[config.mk]
export PLATFORM = sky130hd
export DESIGN_NAME = signed_varint_codec
export DESIGN_NICKNAME = d
export VERILOG_FILES = /design/src/sv/svc_pkg.sv /design/src/sv/svc_front.sv /design/src/sv/svc_jobq.sv /design/src/sv/svc_back.sv /design/src/sv/signed_varint_codec.sv
export VERILOG_INCLUDE_DIRS = /design/src /design/src/sv
export SDC_FILE = /design/constraint.sdc
export NUM_CORES = 1
export LEC_CHECK = 0
export BUFFER_PORTS_ARGS = -buffer_cell sky130_fd_sc_hd__clkbuf_2
export CAP_MARGIN = 10
export CORE_MARGIN = 2
export CORE_UTILIZATION = 34
export CTS_CLUSTER_SIZE = 16
export DETAILED_ROUTE_END_ITERATION = 8
export MAX_ROUTING_LAYER = met4
export PLACE_DENSITY_LB_ADDON = 0.3
export SYNTH_ARGS = -nofsm -noshare
export SYNTH_HDL_FRONTEND = slang
export SYNTH_SLANG_ARGS = --single-unit
[constraint.sdc]
create_clock -name clk -period 3.5 [get_ports clk]
set_input_delay 0.525 -clock clk [delete_from_list [all_inputs] [get_ports clk]]
set_output_delay 0.525 -clock clk [all_outputs]
set_load 0.01 [all_outputs]
[src/sv/assert_macros.svh]
// ----------------------------------------------------------------------------
// Assertion macros
// Shared concurrent assertion forms, sampled on clk and disabled in reset.
// ----------------------------------------------------------------------------
`ifndef ASSERT_MACROS_SVH
`define ASSERT_MACROS_SVH

// Same-cycle implication
`define SVC_ASSERT_IMP(label, ante, cons, msg) \
  label: assert property (@(posedge clk) disable iff (!rst_n) (ante) |-> (cons)) \
    else $error(msg);

// Next-cycle implication
`define SVC_ASSERT_NXT(label, ante, cons, msg) \
  label: assert property (@(posedge clk) disable iff (!rst_n) (ante) |=> (cons)) \
    else $error(msg);

`endif

[src/sv/svc_pkg.sv]
// ----------------------------------------------------------------------------
// svc_pkg
// Types and constants of the signed varint codec.
// ----------------------------------------------------------------------------
`timescale 1ns / 1ps

package svc_pkg;

  // request opcodes
  localparam logic OP_ENCODE = 1'b0;
  localparam logic OP_DECODE = 1'b1;

  // result kinds
  typedef enum logic [1:0] {
    KIND_BYTE  = 2'd0,
    KIND_VALUE = 2'd1,
    KIND_ERROR = 2'd2
  } kind_t;

  // error codes
  localparam logic [1:0] ERR_NONE = 2'd0;
  localparam logic [1:0] ERR_MAG  = 2'd1;
  localparam logic [1:0] ERR_LONG = 2'd2;

  // field widths
  localparam int MAG_W = 27;
  localparam int VAL_W = 28;

  // job queue geometry
  localparam int JQ_DEPTH = 4;
  localparam int JQ_AW    = $clog2(JQ_DEPTH);
  localparam int JQ_CW    = $clog2(JQ_DEPTH + 1);

  // one job handed from front to back
  typedef struct packed {
    kind_t              kind;
    logic [VAL_W-1:0]   data;   // magnitude for encode, value for decode
    logic               neg;
    logic [1:0]         nlast;  // index of the final result of the job
    logic [1:0]         err;
  } job_t;

endpackage

[src/sv/svc_front.sv]
// ----------------------------------------------------------------------------
// svc_front
// Accepts requests, keeps the decoder state and classifies each encode request
// and each finished decode into one back-end job (encode, decoded value or error).
// ----------------------------------------------------------------------------
`timescale 1ns / 1ps

module svc_front import svc_pkg::*; (
  input  logic        clk,
  input  logic        rst_n,
  input  logic        acc,
  input  logic        opcode,
  input  logic [31:0] value_in,
  input  logic        negate,
  input  logic [7:0]  byte_in,
  output logic        job_push,
  output job_t        job
);

  logic [MAG_W-1:0] accum_r, accum_nxt, acc_upd;
  logic [1:0]       cnt_r, cnt_nxt;
  logic             sign_r, sign_nxt, sign_upd;
  logic             busy_r, busy_nxt;
  logic [31:0]      mag;
  logic [VAL_W-1:0] mag_ext;

  // magnitude of the encode operand
  assign mag     = negate ? (~value_in + 32'd1) : value_in;
  assign mag_ext = {1'b0, acc_upd};

  // classify the request and advance the decoder
  always_comb begin
    accum_nxt = accum_r;
    cnt_nxt   = cnt_r;
    sign_nxt  = sign_r;
    busy_nxt  = busy_r;
    acc_upd   = accum_r;
    sign_upd  = sign_r;
    job_push  = 1'b0;
    job       = '0;
    job.kind  = KIND_BYTE;
    if (acc) begin
      if (opcode == OP_ENCODE) begin
        job_push = 1'b1;
        if (mag[31:MAG_W] != '0) begin
          job.kind = KIND_ERROR;
          job.err  = ERR_MAG;
        end else begin
          job.kind = KIND_BYTE;
          job.data = {1'b0, mag[MAG_W-1:0]};
          job.neg  = negate;
          if (mag[26:20] != '0)      job.nlast = 2'd3;
          else if (mag[19:13] != '0) job.nlast = 2'd2;
          else if (mag[12:6] != '0)  job.nlast = 2'd1;
          else                       job.nlast = 2'd0;
        end
      end else if (busy_r && (cnt_r == 2'd3)) begin
        // fifth byte: drop the number and flag it
        job_push  = 1'b1;
        job.kind  = KIND_ERROR;
        job.err   = ERR_LONG;
        accum_nxt = '0;
        cnt_nxt   = '0;
        sign_nxt  = 1'b0;
        busy_nxt  = 1'b0;
      end else begin
        if (!busy_r) begin
          sign_upd = byte_in[6];
          acc_upd  = {21'd0, byte_in[5:0]};
          cnt_nxt  = 2'd0;
        end else begin
          case (cnt_r)
            2'd0:    acc_upd = accum_r | {14'd0, byte_in[6:0], 6'd0};
            2'd1:    acc_upd = accum_r | {7'd0, byte_in[6:0], 13'd0};
            default: acc_upd = accum_r | {byte_in[6:0], 20'd0};
          endcase
          cnt_nxt = cnt_r + 2'd1;
        end
        if (byte_in[7]) begin
          accum_nxt = acc_upd;
          sign_nxt  = sign_upd;
          busy_nxt  = 1'b1;
        end else begin
          job_push  = 1'b1;
          job.kind  = KIND_VALUE;
          job.data  = sign_upd ? (~mag_ext + 28'd1) : mag_ext;
          job.neg   = sign_upd;
          accum_nxt = '0;
          cnt_nxt   = '0;
          sign_nxt  = 1'b0;
          busy_nxt  = 1'b0;
        end
      end
    end
  end

  // hold decoder state
  always_ff @(posedge clk) begin
    if (!rst_n) begin
      accum_r <= '0;
      cnt_r   <= '0;
      sign_r  <= 1'b0;
      busy_r  <= 1'b0;
    end else begin
      accum_r <= accum_nxt;
      cnt_r   <= cnt_nxt;
      sign_r  <= sign_nxt;
      busy_r  <= busy_nxt;
    end
  end

endmodule

[src/sv/svc_jobq.sv]
// ----------------------------------------------------------------------------
// svc_jobq
// Short job queue between front and back end.
// ----------------------------------------------------------------------------
`timescale 1ns / 1ps
`include "assert_macros.svh"

module svc_jobq import svc_pkg::*; (
  input  logic clk,
  input  logic rst_n,
  input  logic push,
  input  job_t push_job,
  input  logic pop,
  output job_t head,
  output logic empty,
  output logic full
);

  job_t             mem_r [JQ_DEPTH];
  logic [JQ_AW-1:0] wr_r, rd_r;
  logic [JQ_CW-1:0] cnt_r;
  logic             do_push, do_pop;

  assign empty   = (cnt_r == '0);
  assign full    = (cnt_r == JQ_CW'(JQ_DEPTH));
  assign do_push = push && !full;
  assign do_pop  = pop && !empty;
  assign head    = mem_r[rd_r];

  // store jobs
  always_ff @(posedge clk) begin
    if (do_push) begin
      mem_r[wr_r] <= push_job;
    end
  end

  // advance pointers and count
  always_ff @(posedge clk) begin
    if (!rst_n) begin
      wr_r  <= '0;
      rd_r  <= '0;
      cnt_r <= '0;
    end else begin
      if (do_push) wr_r <= wr_r + JQ_AW'(1);
      if (do_pop)  rd_r <= rd_r + JQ_AW'(1);
      if (do_push && !do_pop)      cnt_r <= cnt_r + JQ_CW'(1);
      else if (do_pop && !do_push) cnt_r <= cnt_r - JQ_CW'(1);
    end
  end

  `SVC_ASSERT_IMP(a_cnt_range, 1'b1, cnt_r <= JQ_CW'(JQ_DEPTH), "job queue count overrun")
  `SVC_ASSERT_NXT(a_push_grow, do_push && !do_pop, cnt_r == $past(cnt_r) + JQ_CW'(1),
    "job queue count missed a push")
  `SVC_ASSERT_NXT(a_ptr_gap, do_push && do_pop, (wr_r - rd_r) == ($past(wr_r) - $past(rd_r)),
    "job queue pointers drifted")

endmodule

[src/sv/svc_back.sv]
// ----------------------------------------------------------------------------
// svc_back
// Expands queued jobs into result items in an output register that the
// consumer drains, one per cycle while the consumer keeps popping.
// ----------------------------------------------------------------------------
`timescale 1ns / 1ps
`include "assert_macros.svh"

module svc_back import svc_pkg::*; (
  input  logic                    clk,
  input  logic                    rst_n,
  input  job_t                    q_head,
  input  logic                    q_empty,
  output logic                    q_pop,
  input  logic                    pop,
  output logic                    empty,
  output logic [1:0]              kind,
  output logic [7:0]              byte_out,
  output logic signed [VAL_W-1:0] decoded_value,
  output logic                    is_negative,
  output logic                    last,
  output logic [1:0]              error_code
);

  logic               valid_r;
  logic [1:0]         idx_r;
  logic [1:0]         kind_r;
  logic [7:0]         byte_r;
  logic [VAL_W-1:0]   value_r;
  logic               neg_r, last_r;
  logic [1:0]         err_r;
  logic               ld, fin, cont;
  logic [6:0]         chunk;
  logic [7:0]         enc_byte;

  // load the output register when it is free or being drained
  assign ld    = !q_empty && (!valid_r || pop);
  assign fin   = (idx_r == q_head.nlast);
  assign q_pop = ld && fin;
  assign cont  = !fin;

  // pick the magnitude slice of the current byte
  always_comb begin
    case (idx_r)
      2'd0:    chunk = {q_head.neg, q_head.data[5:0]};
      2'd1:    chunk = q_head.data[12:6];
      2'd2:    chunk = q_head.data[19:13];
      default: chunk = q_head.data[26:20];
    endcase
    enc_byte = {cont, chunk};
  end

  // hold the result register and the byte index
  always_ff @(posedge clk) begin
    if (!rst_n) begin
      valid_r <= 1'b0;
      idx_r   <= '0;
    end else begin
      if (ld) begin
        valid_r <= 1'b1;
        idx_r   <= fin ? 2'd0 : idx_r + 2'd1;
      end else if (pop) begin
        valid_r <= 1'b0;
      end
    end
  end

  // result payload
  always_ff @(posedge clk) begin
    if (ld) begin
      kind_r  <= q_head.kind;
      last_r  <= fin;
      byte_r  <= (q_head.kind == KIND_BYTE) ? enc_byte : 8'd0;
      value_r <= (q_head.kind == KIND_VALUE) ? q_head.data : '0;
      neg_r   <= (q_head.kind == KIND_VALUE) ? q_head.neg : 1'b0;
      err_r   <= (q_head.kind == KIND_ERROR) ? q_head.err : ERR_NONE;
    end
  end

  assign empty         = !valid_r;
  assign kind          = kind_r;
  assign byte_out      = byte_r;
  assign decoded_value = value_r;
  assign is_negative   = neg_r;
  assign last          = last_r;
  assign error_code    = err_r;

  `SVC_ASSERT_IMP(a_idx_bound, !q_empty, idx_r <= q_head.nlast, "byte index past job end")
  `SVC_ASSERT_NXT(a_pop_last, q_pop, valid_r && last_r, "job retired without last result")
  `SVC_ASSERT_IMP(a_idle_idx, q_empty, idx_r == 2'd0, "byte index left over without a job")

endmodule

[src/sv/signed_varint_codec.sv]
// ----------------------------------------------------------------------------
// signed_varint_codec
// Sign-magnitude varint codec: encodes values into 1 to 4 bytes and decodes
// a byte stream back into values, with a front end, job queue and back end.
// ----------------------------------------------------------------------------
//  channel   | ports                                        | handshake
//  ----------+----------------------------------------------+------------------
//  request   | in_opcode in_value_in in_negate in_byte_in   | in_push / in_full
//  result    | out_kind out_byte_out out_decoded_value      | out_pop / out_empty
//            | out_is_negative out_last out_error_code      |
//
//  A request is taken when in_push is high and in_full is low; decode bytes
//  can arrive every cycle while in_full is low. An encode request yields
//  1 to 4 results, a decode request 0 or 1, and the back end delivers one
//  result per cycle while out_pop drains it, so an encode holds the back end
//  until its last byte is loaded. in_full rises when the four-entry job queue
//  is full; out_empty low means a result is waiting in the output register.
//  Synchronous reset clears decoder, queue and the output valid flag.
// ----------------------------------------------------------------------------
`timescale 1ns / 1ps

module signed_varint_codec import svc_pkg::*; (
  input  logic                    clk,
  input  logic                    rst_n,
  input  logic                    in_push,
  output logic                    in_full,
  input  logic                    in_opcode,
  input  logic [31:0]             in_value_in,
  input  logic                    in_negate,
  input  logic [7:0]              in_byte_in,
  output logic                    out_empty,
  input  logic                    out_pop,
  output logic [1:0]              out_kind,
  output logic [7:0]              out_byte_out,
  output logic signed [VAL_W-1:0] out_decoded_value,
  output logic                    out_is_negative,
  output logic                    out_last,
  output logic [1:0]              out_error_code
);

  logic acc, job_push, q_pop, q_empty, q_full;
  job_t job, q_head;

  // accept a request while the job queue has room
  assign in_full = q_full;
  assign acc     = in_push && !q_full;

  svc_front u_front (
    .clk      (clk),
    .rst_n    (rst_n),
    .acc      (acc),
    .opcode   (in_opcode),
    .value_in (in_value_in),
    .negate   (in_negate),
    .byte_in  (in_byte_in),
    .job_push (job_push),
    .job      (job)
  );

  svc_jobq u_jobq (
    .clk      (clk),
    .rst_n    (rst_n),
    .push     (job_push),
    .push_job (job),
    .pop      (q_pop),
    .head     (q_head),
    .empty    (q_empty),
    .full     (q_full)
  );

  svc_back u_back (
    .clk           (clk),
    .rst_n         (rst_n),
    .q_head        (q_head),
    .q_empty       (q_empty),
    .q_pop         (q_pop),
    .pop           (out_pop),
    .empty         (out_empty),
    .kind          (out_kind),
    .byte_out      (out_byte_out),
    .decoded_value (out_decoded_value),
    .is_negative   (out_is_negative),
    .last          (out_last),
    .error_code    (out_error_code)
  );

endmodule

After elaboration in Yosys (flattened, before gate mapping)

Memories as Yosys holds them, arrays and structs flattened. A register that Yosys moved wholly into a read port is not among the register bits.
Index checks and enable logic that the tools add are counted.

Bits in registers: 83
Bits in writable memories: 140
Bits of input ports: 46
Word-level logic and storage cells: 111
Memories: 1

Memory list:

| name         | words | bits a word | rd ports | clocked after Yosys merged registers in | write ports | line           | RTL |
|---|---|---|---|---|---|---|---|
| u_jobq.mem_r | 4     | 35          | 1        | 1                                       | 1           | svc_jobq.sv:19 | `job_t mem_r [JQ_DEPTH];` |

Add/subtract/negate cells: 8
Eq/ne operators: 8
Multiplexer cells: 48
Bitwise operators: 5
Reductions and logical operators: 26

Operator list:

| kind                    | number |
|---|---|
| $mux W27                | 6 |
| $mux W30                | 2 |
| $pmux W27 S2            | 1 |
| $mux W35                | 1 |
| $add A32 B1 Y32 const B | 1 |
| $mux W32                | 1 |
| $not A32 Y32            | 1 |
| $mux W31                | 1 |
| $mux W29                | 1 |
| $add A28 B1 Y28 const B | 1 |
| $mux W28                | 1 |
| $not A27 Y28            | 1 |
| $or A27 B13 Y27         | 1 |
| $or A27 B20 Y27         | 1 |
| $or A27 B27 Y27         | 1 |
| $mux W2                 | 13 |
| $pmux W7 S3             | 1 |
| $reduce_bool A7 Y1      | 3 |
| $mux W1                 | 18 |
| $add A2 B1 Y2 const B   | 4 |
| $logic_and A1 B1 Y1     | 8 |
| $eq A2 B1 Y1 const B    | 3 |
| $eq A2 B2 Y1 const B    | 3 |
| $logic_not A1 Y1        | 6 |
| other kinds (11)        | 15 |

Logic depth before layout (Yosys ltp)

Gate-level depths: netlist of the first run.

Depth in word-level cells: 13
Depth in mapped cells: 13
Mapped depth without buffers: 11

Modules after synthesis

A second synthesis of the first run with hierarchy kept.

Cell total of the unflattened synthesis: 910
Area, all modules: 11,392.2 µm²

Modules (own cells, without submodules):

| module              | instances | cells an instance | area an instance (µm²) |
|---|---|---|---|
| svc_jobq            | 1         | 231               | 5,591.6 |
| svc_front           | 1         | 544               | 3,817.4 |
| svc_back            | 1         | 134               | 1,969.4 |
| signed_varint_codec | 1         | 1                 | 13.8 |

Worst setup path after synthesis of the first run

Ideal clock, no wire load.

Kind: register to register
From: reg u_jobq.cnt_r[0]
To: mem u_jobq.mem_r[0][25] (netlist name) (data pin)
Arrival: 3.335 ns
Required time: 3.283 ns
Slack: -0.052 ns
Stages on the path, launching flop included: 14
Path buffers: 2
Cell sequence: dfxtp_1 -> or3b_2 -> clkbuf_1 -> clkinv_1 -> nor2_1 -> clkbuf_1 -> mux2i_1 -> ha_1 -> o21ai_0 -> nor2_1 -> a31oi_1 -> nor3_1 -> xor2_1 -> a211oi_1

RTL lines:

| item                   | line           | RTL |
|---|---|---|
| start, declared        | svc_jobq.sv:21 | `logic [JQ_CW-1:0] cnt_r;` |
| start signal, assigned | svc_jobq.sv:46 | `if (do_push && !do_pop) cnt_r <= cnt_r + JQ_CW'(1);` |
| start signal, assigned | svc_jobq.sv:47 | `else if (do_pop && !do_push) cnt_r <= cnt_r - JQ_CW'(1);` |
| end, declared          | svc_jobq.sv:19 |  |

==> reports/results.ini, run 1 <==
[run_status]
outcome = complete, no violations

[floorplan]
num_io_pins = 90
dieWidth_um = 186
die_h_um = 186
core_area_mm2 = 0.0325
dieArea_mm2 = 0.0345
num_rows = 66
start_util_pct = 34.5

[sta]
finalHoldViolations = 0
max_freq_mhz = 301
hold-worst-slack_ps = 286
skew_ps = 10.0
setup_viol = 0
relSlewSlack_pct = 46.1
tightestPinTransition_ps = 803
slew_violations = 0
tns_ps = 0
period_share_pct = 94.8
finalCriticalPeriod_ps = 3320
rsz0062_at_grt = no

[final_layout]
drive_above_1_share_pct = 26.2
design_area_mm2 = 0.0137
multiInputGateArea_mm2 = 0.00473
layout_common_cells = 182 x edfxtp_1, 95 x buf_4, 89 x clkbuf_2
fin_util_pct = 42.2
fin_nets = 1172
seq_area_mm2 = 0.00633
fill_cells = 3140
area_growth_syn_to_layout_pct = 22.1
layout.cells.most_common = edfxtp_1

[grt]
use_met3_pct = 2.43
grt_usage_pct = 17.4
grt-ovfl-total = 0
grt_use_met2_pct = 28.9
gr-usage-met1_pct = 22.3
antenna_found_initial = 2
grt_max_degree = 46
busiest_layer = met2
grt_pass1_wl_mm = 45.2
grt_pass1_vias = 8092

[clocking]
htreeDepth = 1
cts_buffers = 25
cts_root_buffer = clkbuf_16
clock-sinks = 225
clk_path_buf_depth = 3
clkTransAtPathRegs_ps = 60
insertion_delay_ps = 540
hold_buffers = 0
tritoncts = yes

[synthesis]
synthFlopType = edfxtp_1
synthCells = 946
mappedNetlistNets = 1008
synthDominantCellAreaShare_pct = 48.6
synth_area_mm2 = 0.0112
synth-xor-area-share_pct = 4.21
synth_edf_count = 182
ys_ff_latch = 225
synth_warnings = 0
synth_compound_area_share_pct = 12.9
synthArstFlopShare_pct = 0
yosys.area.top_type = edfxtp_1
synth.avg_cell_area_um2 = 11.9
synthSimpleGateAreaFrac_pct = 13.9
synth_adder_area_share_pct = 1.85
synth.area.top_cells = edfxtp_1 49%, dfxtp_1 7.7%, mux4_2 7.0%, a21oi_1 3.5%, xnor2_1 2.8%
synth_cell_types = 65
synth.yosys.seq_area_share_pct = 56.3
synth.area.mux_share_pct = 8.38
synth_top_family_by_area = simple AND/OR/NAND/NOR gates

[routing]
antenna_left = 0
vias = 8213
dr.pass1.iters = 5
dr.first_iter.drc_count = 724
wl_mm = 29.0
vias_per_cell = 5.22
wl_per_cell_um = 18.5
drc = 0

[placement]
place_hpwl_mm = 21.1
port_buffers = 89
place_area_mm2 = 0.0128
gp_congestion = 0.944

[setup_path]
cpMostUsedCell = buf_4
crit_family = simple AND/OR/NAND/NOR gates
crit_type = flop to flop
arrival_ps = 3550
critPathLaunchType = flop
crit_fanout = 13
critPathMaxStageDelay_ps = 640
worstPathRequired_ps = 3730
critPathBufInv = 2
crit_chain = or3b_2 > buf_4 > nand3_1 > mux2i_1 > and3b_1 > nand3b_1 > nor3_2 > buf_4 > a211oi_1
critical_path.slowest_cell = a211oi_1
critPathCaptureType = flop

[power_and_ir_drop]
powerDensity_mw_per_mm2 = 591
netSwitchingPower_uw = 2410
power_frac_comb_pct = 25.6
switching_share_pct = 29.7
total_power_uw = 8110
leakage_uw = 0.00494
power_frac_seq_pct = 44.0
clkPwrFrac_pct = 30.3
vdd_drop_max_v = 0.000357
internal_power_uw = 5700

[flow_run]
drv_cap = 0

[hold_path]
worstHoldPathType = input pin to flop

-- flip-flops by register name, indices dropped and copies added (netlist names), named ones only --
signal and count:
u_jobq.mem_r 140, u_back.decoded_value 28, u_front.accum_r 27, u_back.byte_out 8
u_jobq.cnt_r 3, u_back.error_code 2, u_back.idx_r 2, u_back.kind 2
u_front.cnt_r 2, u_jobq.rd_r 2, u_jobq.wr_r 2, u_back.is_negative 1
u_back.last 1, u_back.valid_r 1, u_front.busy_r 1, u_front.sign_r 1
-- stage by stage --
stage / setup WS, ps / cells
after floorplan: 20.7 / 946
after global placement: -207 / 1523
after detailed placement: -217 / 1523
after CTS: -7.28 / 1569
after global routing: 33.1 / 1572
final: 182 / 1572
-- what timing repair did --
item                       4_1_cts  5_1_grt
setup endpoints to repair       24       44
gates resized for setup          6       14
pin swaps                        2        4
setup buffers                    1        0
-- area by class of cell --
cell class	count	area share, %
timing repair buffer	189	9.17
clock inverter	14	0.857
tap	442	4.03
antenna	2	0.0365
inverter	22	0.602
clock buffer	31	4.72
multi-input combinational	647	34.5
sequential	225	46.1
-- synthesized netlist by cell type (3+ instances only) --
cell type and n:
a211oi_1 6, a21boi_0 11, a21o_1 11, a21oi_1 78
a22oi_1 21, a31oi_1 18, a41oi_1 5, and2_1 46
and3_1 3, buf_1 5, buf_2 4, clkbuf_1 43
dfxtp_1 43, edfxtp_1 182, ha_1 15, inv_1 20
mux2i_1 13, mux4_2 35, nand2_1 56, nand2b_1 4
nand3_1 13, nand3b_1 3, nand4_1 4, nand4b_1 4
nor2_1 83, nor2b_1 22, nor3_1 22, nor4_1 11
o21ai_0 27, o22ai_1 10, o31a_1 3, o31ai_1 10
o41ai_1 9, or2_2 6, or3_1 11, xnor2_1 36
xor2_1 18
-- worst min-delay path: cells and delay by family --
family                 cells  cell delay [ps]
buffers and inverters      2              120
AOI/OAI and AO/OA          1               60
and+or+nand+nor            1               60
-- kinds of logic (layout without fill, tap and decap cells) --
logic type | Yosys count | after routing
flops | 225 | 225
mux | 50 | 50
other cells | 0 | 2
simple gates | 302 | 302
fa+ha+maj | 16 | 16
xor+xnor | 54 | 54
buf+inv | 74 | 256
compound gates | 225 | 225
-- final timing paths --
| path | from | to | slack (ps) | cells after the start |
|---|---|---|---|---|
| setup reg to reg | u_jobq.cnt_r[0]$_SDFFE_PN0P_ | u_jobq.mem_r[2][32]$_DFFE_PP_ | 180 | 9 |
| setup / recovery | u_jobq.cnt_r[0]$_SDFFE_PN0P_ | u_jobq.mem_r[2][32]$_DFFE_PP_ | 180 | 9 |
| hold / removal | out_pop | u_back.valid_r$_SDFFE_PN0P_ | 290 | 4 |
| hold reg to reg | u_front.accum_r[10]$_SDFFE_PN0P_ | u_front.accum_r[10]$_SDFFE_PN0P_ | 480 | 2 |
-- metal layers --
| metal | vias to the layer above | share of wire (%) |
|---|---|---|
| met5 | - | 0 |
| met4 | 0 | 3.2 |
| met3 | 65 | 5.0 |
| met2 | 257 | 48 |
| met1 | 3981 | 44 |
| li1 | 3910 | - |
-- power groups by stage --
stage | Clock, uW | Combinational [uW] | Sequential (uW)
floorplan | 0 | 1110 | 3760
global placement | 0 | 2060 | 3620
detailed placement | 0 | 2070 | 3630
CTS | 2530 | 2090 | 3580
global route | 2620 | 2290 | 3620
finish | 2460 | 2080 | 3570
Note: power is estimated with default switching activity, not from simulation.
==> inputs of run 2 (changes only) <==
--- a/config.mk
+++ b/config.mk
@@ -17,3 +17,4 @@
 export SYNTH_ARGS = -nofsm -noshare
 export SYNTH_HDL_FRONTEND = slang
+export SYNTH_HIERARCHICAL = 1
 export SYNTH_SLANG_ARGS = --single-unit
==> constraint.sdc (replaced) <==
create_clock -name clk -period 3.5 [get_ports clk]
set_input_delay 0.7 -clock clk [delete_from_list [all_inputs] [get_ports clk]]
set_output_delay 0.7 -clock clk [all_outputs]
set_load 0.01 [all_outputs]
==> reports/results.ini, run 2 <==
[run_status]
outcome = complete, no violations

[grt]
grt_pass1_vias = 7562
antenna_found_initial = 0
grt_pass1_wl_mm = 43.7
grt_max_degree = 47
grt-ovfl-total = 0
grt_usage_pct = 16.4

[routing]
antenna_left = 0
vias_per_cell = 5.20
dr.first_iter.drc_count = 560
wl_per_cell_um = 18.7
vias = 7805
dr.pass1.iters = 7
drc = 0
wl_mm = 28.1

[sta]
rsz0062_at_grt = no
setup_viol = 0
skew_ps = 16.0
finalCriticalPeriod_ps = 3220
finalHoldViolations = 0
slew_violations = 0
tightestPinTransition_ps = 879
period_share_pct = 91.9
relSlewSlack_pct = 41.4
fin_ws_ps = 282
max_freq_mhz = 311

[synthesis]
synth_edf_count = 182
yosys.area.top_type = edfxtp_1
yosysMostFrequentCell = edfxtp_1
synthCells = 910
synthArstFlopShare_pct = 0
synthTopCellsByCount = 182 x edfxtp_1, 46 x and2_1, 45 x a21oi_1
synth.area.top_cells = edfxtp_1 48%, dfxtp_1 7.6%, mux4_2 5.9%, xnor2_1 2.8%, and2_1 2.5%
mappedNetlistNets = 972
synth_warnings = 6
synth.avg_cell_area_um2 = 12.5
synth.yosys.seq_area_share_pct = 55.5
ys_ff_latch = 225
synthDominantCellAreaShare_pct = 48.0
synthFlopType = edfxtp_1
synth_cell_types = 78
synth_area_mm2 = 0.0114

[final_layout]
largest_register_ffs = 140
area_growth_syn_to_layout_pct = 18.6
drive_above_1_share_pct = 24.2
fin_nets = 1096
stdcell_count = 1501
layout_common_cells = 182 x edfxtp_1, 89 x clkbuf_2, 66 x buf_4
fin_util_pct = 40.6
layout.cells.most_common = edfxtp_1
regMostFlops = u_jobq/mem_r

[floorplan]
dieWidth_um = 187
dieArea_mm2 = 0.0350
num_rows = 67
start_util_pct = 34.2
num_io_pins = 90
die_h_um = 187
core_area_mm2 = 0.0333

[setup_path]
crit_fanout = 10
critPathLaunchType = flop
worstPathRequired_ps = 3800
critPathCaptureType = flop
crit_type = flop to flop
arrival_ps = 3520

[power_and_ir_drop]
leakage_uw = 0.00471
powerDensity_mw_per_mm2 = 622
power_frac_comb_pct = 25.7
power_frac_seq_pct = 42.7
total_power_uw = 8400
clkPwrFrac_pct = 31.6
netSwitchingPower_uw = 2470
vdd_drop_max_v = 0.000463
internal_power_uw = 5930
switching_share_pct = 29.4

[hold_path]
worstHoldPathType = flop to flop

[clocking]
cts_root_buffer = clkbuf_16
clock-sinks = 225
htreeDepth = 1
insertion_delay_ps = 540
cts_buffers = 26
clkTransAtPathRegs_ps = 60
tritoncts = yes
clk_path_buf_depth = 3

[placement]
dp_cells = 1454
pre_cts_ws_ps = -85.6
port_buffers = 89
place_hpwl_mm = 20.4
gp_congestion = 0.864

[flow_run]
drv_cap = 0

## run 2: cell count changes in the layout (fill, tap and decap cells not counted), moves of 6 or more
cell / change
nor2_1: -41
o22ai_1: +10
inv_1: +7
a21boi_0: -9
a21o_1: -10
nor2b_1: +9
nand3_1: -6
nand2_1: -14
a221oi_2: +6
a21oi_1: -32
a22oi_1: +13
buf_4: -29
## run 2: worst paths after layout
path	from	endpoint	slack (ps)	cells past startpoint
worst max register to register	u_front/cnt_r[0]$_SDFFE_PN0P_	u_jobq/mem_r[0][28]$_DFFE_PP_	280	11
worst min-delay path	u_jobq/wr_r[0]$_SDFFE_PN0P_	u_jobq/wr_r[0]$_SDFFE_PN0P_	510	2
worst max-delay path	u_front/cnt_r[0]$_SDFFE_PN0P_	u_jobq/mem_r[0][28]$_DFFE_PP_	280	11
worst min register to register	u_jobq/wr_r[0]$_SDFFE_PN0P_	u_jobq/wr_r[0]$_SDFFE_PN0P_	510	2
## run 2: logic make-up after synthesis
family / after synthesis / synth area share, %
DFF: 225 / 55.5
and+or+nand+nor: 257 / 12.7
buffers and inverters: 91 / 3.99
muxes: 49 / 8.34
xor gates and xnor gates: 58 / 4.46
AOI/OAI and AO/OA: 214 / 13.2
adders and majority gates: 16 / 1.82
## run 2: layout make-up
type	instances	area [um^2]
flip-flops and latches	225	6330
multi-input cells	594	4630
clock buffers	30	666
clock inverters	16	176
diodes	1	2.50
fillers	3205	19800
well taps	448	561
repair buffers	160	1040
inverters	27	101
## run 2: routing by layer
layer / track usage [%] / routed length [um] / up-vias
met5: - / 0 / -
met4: 5.04 / 830 / 0
met3: 2.18 / 1370 / 64
met2: 25.7 / 13000 / 223
met1: 22.3 / 12900 / 3771
li1: - / - / 3747
## run 2: per-stage QoR
| step | hold WS, ps | TNS, ps | cell area (um^2) |
|---|---|---|---|
| 2_1_floorplan | 468 | 0 | 11400 |
| 3_3_place_gp | 489 | 0 | 12700 |
| 3_5_place_dp | 503 | -2170 | 12700 |
| 4_1_cts | 511 | 0 | 13500 |
| 5_1_grt | 535 | 0 | 13500 |
| 6_report | 506 | 0 | 13500 |
## run 2: what timing repair did
item,4_1_cts,5_1_grt
hold buffers,0,0
endpoints found under the setup margin,0,4
setup buffers,0,0
gates resized for setup,0,1
## run 2: power by group through the flow
stage	Clock, uW	Sequential [uW]	Combinational [uW]
floorplan	0	3790	1280
global placement	0	3640	2180
detailed placement	0	3650	2190
CTS	2720	3590	2200
global route	2830	3630	2370
finish	2650	3590	2160
## run 2: worst max-delay path, stage by stage (launching register included)
cell      delay [ps]
dfxtp_1          400
inv_1             80
ha_1             250
or3b_1           440
a211oi_1         580
a41o_1           180
nor2b_1          140
buf_4            170
a41oi_1          140
xnor2_1          150
buf_4            140
o22ai_1          330
